--- src/odma_pkg.sv ---
// types and constants shared by the sprite-table copy engine
`default_nettype none
package odma_pkg;

	localparam logic [15:0] OAM_BASE      = 16'hFE00;
	localparam logic [7:0]  PAGE_FOLD_MIN = 8'hF0;
	localparam logic [7:0]  PAGE_FOLD_SUB = 8'h50;

	typedef enum logic [1:0] {
		OP_TICK  = 2'd0,
		OP_WRITE = 2'd1,
		OP_READ  = 2'd2
	} odma_op_t;

	typedef struct packed {
		logic [1:0] opcode;
		logic [7:0] write_value;
		logic [7:0] bus_read_data;
	} odma_req_t;

	typedef struct packed {
		logic [7:0]  register_data;
		logic        busy_res;
		logic        bus_write_valid;
		logic [15:0] bus_write_address;
		logic [7:0]  bus_write_data;
		logic        bus_read_valid;
		logic [15:0] bus_read_address;
	} odma_rsp_t;

	typedef struct packed {
		logic [7:0] page;
		logic       active;
		logic [8:0] read_idx;
		logic [8:0] write_idx;
		logic [3:0] divider;
		logic [7:0] held;
		logic       read_pending;
	} odma_state_t;

endpackage
`default_nettype wire

--- src/odma_step.sv ---
// next-state and result logic for one transaction of the copy engine
`default_nettype none
module odma_step #(
	parameter int TRANSFER_LENGTH = 160,
	parameter int TICKS_PER_STEP  = 4
) (
	input  odma_pkg::odma_state_t state,
	input  odma_pkg::odma_req_t   req,
	output odma_pkg::odma_state_t state_next,
	output odma_pkg::odma_rsp_t   rsp
);
	import odma_pkg::*;

	localparam logic [8:0] LEN = 9'(TRANSFER_LENGTH);
	localparam logic [4:0] TPS = 5'(TICKS_PER_STEP);

	logic [7:0]  page_adj;
	logic [4:0]  div_inc;
	logic [8:0]  widx_new;

	assign page_adj = (req.write_value >= PAGE_FOLD_MIN) ?
		(req.write_value - PAGE_FOLD_SUB) : req.write_value;
	assign div_inc = {1'b0, state.divider} + 5'd1;

	always_comb begin
		state_next = state;
		rsp        = '0;
		widx_new   = state.write_idx;
		case (req.opcode)
			OP_WRITE: begin
				state_next.page         = page_adj;
				state_next.divider      = '0;
				state_next.read_idx     = '0;
				state_next.write_idx    = '0;
				state_next.held         = '0;
				state_next.read_pending = 1'b0;
				state_next.active       = 1'b1;
			end
			OP_READ: begin
				rsp.register_data = state.page;
			end
			OP_TICK: begin
				// the answer to last read lands before any write on this tick
				if (state.read_pending) begin
					state_next.held         = req.bus_read_data;
					state_next.read_pending = 1'b0;
				end
				if (state.active) begin
					if (div_inc < TPS) begin
						state_next.divider = div_inc[3:0];
					end else begin
						state_next.divider = '0;
						if (state.read_idx != '0) begin
							rsp.bus_write_valid   = 1'b1;
							rsp.bus_write_address = OAM_BASE + {7'd0, state.write_idx};
							rsp.bus_write_data    = state_next.held;
							widx_new              = state.write_idx + 9'd1;
						end
						if (state.read_idx < LEN) begin
							rsp.bus_read_valid      = 1'b1;
							rsp.bus_read_address    = {state.page, 8'd0} +
								{7'd0, state.read_idx};
							state_next.read_idx     = state.read_idx + 9'd1;
							state_next.read_pending = 1'b1;
						end
						state_next.write_idx = widx_new;
						if (widx_new >= LEN) begin
							state_next.active = 1'b0;
						end
					end
				end
			end
			default: begin
			end
		endcase
		rsp.busy_res = state_next.active;
	end

endmodule
`default_nettype wire

--- src/oam_dma_copy_engine.sv ---
// top level of the sprite-table copy engine: input register, state and result register
//
// One request channel (req_valid / req_ready / req) carries ticks, register
// writes and register reads; one response channel (rsp_valid / rsp_ready /
// rsp) returns exactly one response per request, in order.
// A register write starts or restarts a copy of TRANSFER_LENGTH bytes from
// the written page (less 50h if F0h or above) into sprite memory; every
// TICKS_PER_STEP ticks the response carries one sprite-memory write and/or
// one source read, with its data expected in bus_read_data of the next tick.
// A taken request waits in the input register; its response is registered
// in the output register, which holds rsp_valid high until it is taken.
// Throughput: one transaction per clock while responses are taken, set by the single
// pass from the input register through the step logic to the output register.
// When rsp_ready is low the response is held and one more request can sit in
// the input register; req_ready then drops until the response is taken.
// Reset (arst_n low) empties both registers and clears the page, counters
// and busy flag.
`default_nettype none
module oam_dma_copy_engine #(
	parameter int TRANSFER_LENGTH = 160,
	parameter int TICKS_PER_STEP  = 4
) (
	input  logic                clk,
	input  logic                arst_n,
	input  logic                req_valid,
	output logic                req_ready,
	input  odma_pkg::odma_req_t req,
	output logic                rsp_valid,
	input  logic                rsp_ready,
	output odma_pkg::odma_rsp_t rsp
);
	import odma_pkg::*;

	logic        valid_s1;
	odma_req_t   req_s1;
	logic        rsp_valid_q;
	odma_rsp_t   rsp_q;
	odma_state_t state_q;
	odma_state_t state_next;
	odma_rsp_t   rsp_next;
	logic        advance;

	assign advance   = valid_s1 && (!rsp_valid_q || rsp_ready);
	assign req_ready = !valid_s1 || advance;
	assign rsp_valid = rsp_valid_q;
	assign rsp       = rsp_q;

	odma_step #(
		.TRANSFER_LENGTH(TRANSFER_LENGTH),
		.TICKS_PER_STEP (TICKS_PER_STEP)
	) u_step (
		.state     (state_q),
		.req       (req_s1),
		.state_next(state_next),
		.rsp       (rsp_next)
	);

	always_ff @(posedge clk or negedge arst_n) begin
		if (!arst_n) begin
			valid_s1    <= 1'b0;
			rsp_valid_q <= 1'b0;
			state_q     <= '0;
		end else begin
			if (req_ready) begin
				valid_s1 <= req_valid;
			end
			if (advance) begin
				rsp_valid_q <= 1'b1;
				state_q     <= state_next;
			end else if (rsp_ready) begin
				rsp_valid_q <= 1'b0;
			end
		end
	end

	always_ff @(posedge clk) begin
		if (req_valid && req_ready) begin
			req_s1 <= req;
		end
		if (advance) begin
			rsp_q <= rsp_next;
		end
	end

	// writes never run ahead of reads
	a_write_behind_read: assert property (@(posedge clk) disable iff (!arst_n)
		state_q.write_idx <= state_q.read_idx)
		else $error("write index ahead of read index");

	// a source read always leaves an answer pending for the next tick
	a_read_sets_pending: assert property (@(posedge clk) disable iff (!arst_n)
		advance && rsp_next.bus_read_valid |=> state_q.read_pending)
		else $error("read issued without pending flag");

	// a response stalled by the receiver is not overwritten
	a_stalled_rsp_held: assert property (@(posedge clk) disable iff (!arst_n)
		rsp_valid_q && !rsp_ready |=> rsp_valid_q && $stable(rsp_q))
		else $error("stalled response changed");

	// an idle engine issues no bus traffic
	a_idle_no_bus: assert property (@(posedge clk) disable iff (!arst_n)
		advance && !state_q.active |-> !rsp_next.bus_write_valid && !rsp_next.bus_read_valid)
		else $error("bus traffic while idle");

endmodule
`default_nettype wire
--- config.mk ---
export PLATFORM = sky130hd
export DESIGN_NAME = oam_dma_copy_engine
export DESIGN_NICKNAME = d
export VERILOG_FILES = /design/src/odma_pkg.sv /design/src/odma_step.sv /design/src/oam_dma_copy_engine.sv
export SDC_FILE = /design/constraint.sdc
export NUM_CORES = 1
export LEC_CHECK = 0
export ABC_AREA = 1
export BUFFER_PORTS_ARGS = -buffer_cell sky130_fd_sc_hd__buf_2
export CAP_MARGIN = 20
export CORE_MARGIN = 3
export CORE_UTILIZATION = 56
export CTS_BUF_LIST = sky130_fd_sc_hd__clkbuf_16
export DETAILED_ROUTE_END_ITERATION = 12
export PLACE_DENSITY = 0.78
export SLEW_MARGIN = 20
export SYNTH_ARGS = -nofsm -noshare
export SYNTH_HDL_FRONTEND = slang
export SYNTH_SLANG_ARGS = --single-unit
--- constraint.sdc ---
create_clock -name clk -period 3.2 [get_ports clk]
set_clock_uncertainty 0.1 [all_clocks]
set_input_delay 0.32 -clock clk [delete_from_list [all_inputs] [get_ports clk]]
set_output_delay 0.32 -clock clk [all_outputs]
set_load 0.005 [all_outputs]
==> flow_summary.toml, run 1 <==
[status]
status = "completed"

[die]
initial_core_util = 0.581
rows = 32
die-height_um = 96.0
fp.dieArea_um2 = 9220
ios = 75
coreArea_um2 = 7810
die_w_um = 96.0

[cells_and_area]
layout_commonest_cell = "buf_2"
final_nets = 530
drive_above_1_share = 0.220
diodes = 0
final_cell_count_no_fill = 607
layout_common_cells = "buf_2, nand2_1, edfxtp_1"
area_delta_synth_final_pct = 16.3

[clocking]
path_clk_slew_ns = 0.07
cts_hold_buf = 0
cts_buffers = 9
ctsResizeCount = 0
ctsHtreeMaxLevel = 3
cts_setup_buffers = 0
cts-root-buf = "clkbuf_16"
cts_tree = "done"
clk_latency_ns = 0.34
clock-sinks = 105
clockBufferDepth = 2

[hold_path]
hold_class = "primary input to asynchronous set/reset pin"

[setup_path]
crit_arrival_ns = 2.09
end_kind = "flip-flop"
cp_data_required_time_ns = 3.35
path_class = "flip-flop to flip-flop"
critPathLaunchType = "flip-flop"
crit_fanout = 47
crit_slowest_cell = "buf_4"
max_stage_delay_ns = 0.50
worstPathCellList = "nand2_2 > nand2_4 > clkinv_1 > buf_4 > nand2_1 > o22ai_1"

[timing]
fin_tns_setup_ns = 0
rsz0062_at_grt = "false"
fin_crit_sh = 0.607
tightestPinTransition_ns = 0.956
finalHoldViolCount = 0
relSlewSlack = 0.363
max_freq_mhz = 515
setup_viol = 0
report.final.slew_viol_count = 0
min_period_ns = 1.94

[flow_run]
maxCapViolCount = 0

[place]
io_buffers = 74
hpwlAfterDp_mm = 5.63
place_congestion = 0.882
place_inst = 591

[logic_synthesis]
synthCells = 426
ys.flop_type = "edfxtp_1"
syn-num-nets = 456
synth-edff-count = 63
synth_area_um2 = 4540
yosysUniqueCellTypes = 34
syn_area_per_cell_um2 = 10.7
synth-async-reset-ratio = 0.400
synth-seq-cells = 105
yosysSeqAreaShare = 0.648
yosys_warnings = 0

[power_and_ir_drop]
pwr-share-comb = 0.111
p_seq_frac = 0.528
p_int_mw = 2.39
power_density_nw_per_um2 = 594
sw_frac_of_total = 0.237
p_sw_uw = 743
leakage_nw = 2.41
ir_worst_vdd_uv = 356
clkPwrFrac = 0.361
power.total_mw = 3.13

[detailed_routing]
num_vias = 3152
firstDrtPassIters = 4
drc = 0
drt-vias-per-instance = 5.19
wl_mm = 8.25
drt.antenna.violating_nets = 0
wl_per_cell_um = 13.6
first_iter_violations = 167

[global_route]
grt_pass1_wl_mm = 13.5
track_usage = 0.194
grt_max_degree = 48
grt-ovfl-total = 0
grt_pass1_vias = 2861
antenna_found_initial = 0
[sequential cells by signal, indices dropped and copies added (netlist names)]
register,flops
rsp,45
state_q,40
req_s1,18
rsp_valid,1
valid_s1,1
[synth_stat cells (6+ instances only)]
| master | n | area (um2) |
|---|---|---|
| nand3_1 | 17 | 85.1 |
| inv_1 | 57 | 214 |
| ha_1 | 8 | 100 |
| nand2_1 | 70 | 263 |
| edfxtp_1 | 63 | 1890 |
| a21oi_1 | 13 | 65.1 |
| o22ai_1 | 12 | 75.1 |
| nor2_1 | 62 | 233 |
| o21ai_0 | 22 | 110 |
| nand2_4 | 6 | 67.6 |
| dfrtp_1 | 42 | 1050 |
| buf_4 | 6 | 45.0 |
[per-stage QoR]
stage	hold slack [ns]	worst slack (ns)	utilization	cell area, um2
CTS	0.0440	1.25	0.676	5280
global placement	0.336	1.30	0.636	4970
finish	0.0290	1.26	0.676	5280
global route	0.0453	1.10	0.676	5280
floorplan	-0.0756	0.963	-	4540
detailed placement	0.342	1.25	0.636	4970
[worst paths after layout]
check / start / end / slack [ns] / cells after the start
min reg2reg: req_s1[8] / state_q[32] / 0.36 / 2
min in group clk: req[3] / req_s1[3] / 0.06 / 1
max: rsp_valid / state_q[3] / 1.26 / 6
max in group asynchronous: arst_n / state_q[35] / 2.37 / 1
min: arst_n / state_q[17] / 0.03 / 1
max reg2reg: rsp_valid / state_q[3] / 1.26 / 6
[metal layers]
metal | track usage | vias to the layer above | part of all wire
met5 | 0 | - | 0
met2 | 0.312 | 126 | 0.48
met1 | 0.263 | 1457 | 0.43
met4 | 0.0628 | 0 | 0.018
met3 | 0.0422 | 16 | 0.069
li1 | - | 1553 | -
[critical path: cells and delay by family (launching register included)]
kind                   cells  cell delay (ns)
buffers and inverters      2             0.56
flip-flops                 1             0.40
AND/OR/NAND/NOR            3             0.56
AO/OA/AOI/OAI              1             0.22
[cell families after synthesis]
kind of cell | Yosys count | synth area share
adders and majority gates | 8 | 0.0221
buffers and inverters | 75 | 0.0703
AOI/OAI and AO/OA | 62 | 0.0799
DFF | 105 | 0.648
xor gates and xnor gates | 5 | 0.00965
and+or+nand+nor | 171 | 0.170
[power groups by stage]
stage | combinational [mW] | clock (mW) | sequential, mW
after CTS | 0.352 | 1.15 | 1.66
after global routing | 0.395 | 1.22 | 1.67
after floorplan | 0.200 | 0 | 1.68
after global placement | 0.337 | 0 | 1.68
final | 0.346 | 1.13 | 1.66
after detailed placement | 0.348 | 0 | 1.68
[area by class of cell]
cell class	count	area, um2
clock buffer	9	225
clock inverter	7	87.6
fill	580	2530
inverter	63	241
multi-input combinational	246	1280
sequential	105	2940
tap	102	128
timing repair buffer	75	378
(Power assumes the default switching activity.)
==> run 2, diff against run 1 <==
--- a/config.mk
+++ b/config.mk
@@ -9,10 +9,10 @@
 export BUFFER_PORTS_ARGS = -buffer_cell sky130_fd_sc_hd__buf_2
 export CAP_MARGIN = 20
 export CORE_MARGIN = 3
-export CORE_UTILIZATION = 56
+export CORE_UTILIZATION = 50
 export CTS_BUF_LIST = sky130_fd_sc_hd__clkbuf_16
 export DETAILED_ROUTE_END_ITERATION = 12
-export PLACE_DENSITY = 0.78
+export PLACE_DENSITY = 0.74
 export SLEW_MARGIN = 20
 export SYNTH_ARGS = -nofsm -noshare
 export SYNTH_HDL_FRONTEND = slang
==> constraint.sdc (replaced) <==
create_clock -name clk -period 1.56 [get_ports clk]
set_clock_uncertainty 0.1 [all_clocks]
set_input_delay 0.156 -clock clk [delete_from_list [all_inputs] [get_ports clk]]
set_output_delay 0.156 -clock clk [all_outputs]
set_load 0.005 [all_outputs]
==> flow_summary.toml, run 2 (synthesis gave the netlist of run 1 again) <==
[status]
status = "complete, but fails checks"
violations = "setup timing"

[setup_path]
ff2ff_setup_slack_ns = -0.37
end_kind = "flip-flop"
path_class = "flip-flop to flip-flop"
crit_fanout = 5
r2r_start = "state_q[15]"
critPathLaunchType = "flip-flop"
startpoint = "state_q[15]"
cp_data_required_time_ns = 1.56
crit_arrival_ns = 1.93

[power_and_ir_drop]
ir_worst_vdd_uv = 585
leakage_nw = 2.98
power_density_nw_per_um2 = 997
power.total_mw = 6.57

[die]
fp.dieArea_um2 = 10300
initial_core_util = 0.518
rows = 34
ios = 75
die-height_um = 101
die_w_um = 101
coreArea_um2 = 8760

[detailed_routing]
num_vias = 3797
drt-vias-per-instance = 5.26
wl_per_cell_um = 16.4
firstDrtPassIters = 5
first_iter_violations = 249
wl_mm = 11.8
drt.antenna.violating_nets = 0
drc = 0

[global_route]
grt_max_degree = 48
grt-ovfl-total = 0
grt_pass1_vias = 3649
antenna_found_initial = 0
track_usage = 0.215
grt_pass1_wl_mm = 17.2

[timing]
min_period_ns = 1.93
max_freq_mhz = 518
fin_tns_setup_ns = -9.75
rsz0062_at_grt = "true"
report.final.slew_viol_count = 0
setup_viol = 59
fin_crit_sh = 1.24
tightestPinTransition_ns = 0.439
timing.final.ws_setup_ns = -0.370
finalHoldViolCount = 0
relSlewSlack = 0.707

[cells_and_area]
drive_above_1_share = 0.458
layout_common_cells = "buf_2, buf_4, edfxtp_1"
num-fill-cells = 540
final_nets = 639
area_delta_synth_final_pct = 45.2
layout_commonest_cell = "buf_2"
largest_reg_flops = 45
diodes = 0
final_util = 0.752

[clocking]
cts_buffers = 9
clock-sinks = 105
clockBufferDepth = 2
clk_latency_ns = 0.34
cts_tree = "done"
ctsHtreeMaxLevel = 3
cts-root-buf = "clkbuf_16"
path_clk_slew_ns = 0.07

[place]
io_buffers = 74
pre_cts_ws_ns = -0.250
place_congestion = 0.884
hpwlAfterDp_mm = 6.32

[hold_path]
min-delay-start = "rsp_ready"
hold_class = "primary input to flip-flop"

[flow_run]
maxCapViolCount = 0
run 2: worst max-delay path, cell delays in order (launching register included):
cell and delay (ns):
dfrtp_1 0.47, nand3_1 0.18, nor2_2 0.26, nand2_2 0.09, nand2_1 0.11, nand2_2 0.08, nand2_1 0.07, nand2_1 0.06
nand2_1 0.09, nand2_1 0.05, nand2_1 0.07, nand2_1 0.05
run 2: through the flow:
stage,area (um2),hold WS [ns],std cells
2_1_floorplan,4570,-0.240,426
3_3_place_gp,5510,0.0595,661
3_5_place_dp,5510,0.0483,661
4_1_cts,6320,0.0421,714
5_1_grt,6590,0.0658,722
6_report,6590,0.0285,722
run 2: area by class of cell:
type | count | area [um2] | area share
repair buffers | 180 | 1300 | 0.198
inverters | 63 | 258 | 0.0391
repair inverters | 3 | 26.3 | 0.00399
well taps | 108 | 135 | 0.0205
clock buffers | 9 | 225 | 0.0342
flip-flops and latches | 105 | 2940 | 0.446
multi-input cells | 247 | 1660 | 0.251
clock inverters | 7 | 46.3 | 0.00702
run 2: what timing repair did:
item / in CTS / in global routing
resized for setup: 63 / 54
buffers inserted: 14 / 7
setup endpoints to repair: 53 / 74
gates cloned: 4 / 1
pin swaps: 21 / 11
hold buffers: 21 / 0
endpoints found under the hold margin: 62 / 0
run 2: path summary, 6_finish.rpt:
path,to,cells after the start
worst max-delay path,rsp[42],11
worst min-delay path,valid_s1,4
worst max register to register,rsp[42],11
worst min register to register,state_q[32],2
max in group asynchronous,state_q[31],3
min in group asynchronous,state_q[24],3
run 2: per-layer routing:
metal / GRT usage / vias up / share of wire / routed length [um]
met3: 0.0399 / 35 / 0.065 / 774
met1: 0.263 / 1806 / 0.38 / 4490
met2: 0.374 / 182 / 0.53 / 6230
met5: 0 / - / 0 / 0
li1: - / 1774 / - / -
met4: 0.0920 / 0 / 0.028 / 332
run 2: report_power, final:
| part | leakage, nW | internal [mW] | total, mW | switching [mW] |
|---|---|---|---|---|
| clock | 0.135 | 1.08 | 2.11 | 1.03 |
| sequential | 1.18 | 3.26 | 3.40 | 0.140 |
| combinational | 1.67 | 0.460 | 1.06 | 0.600 |
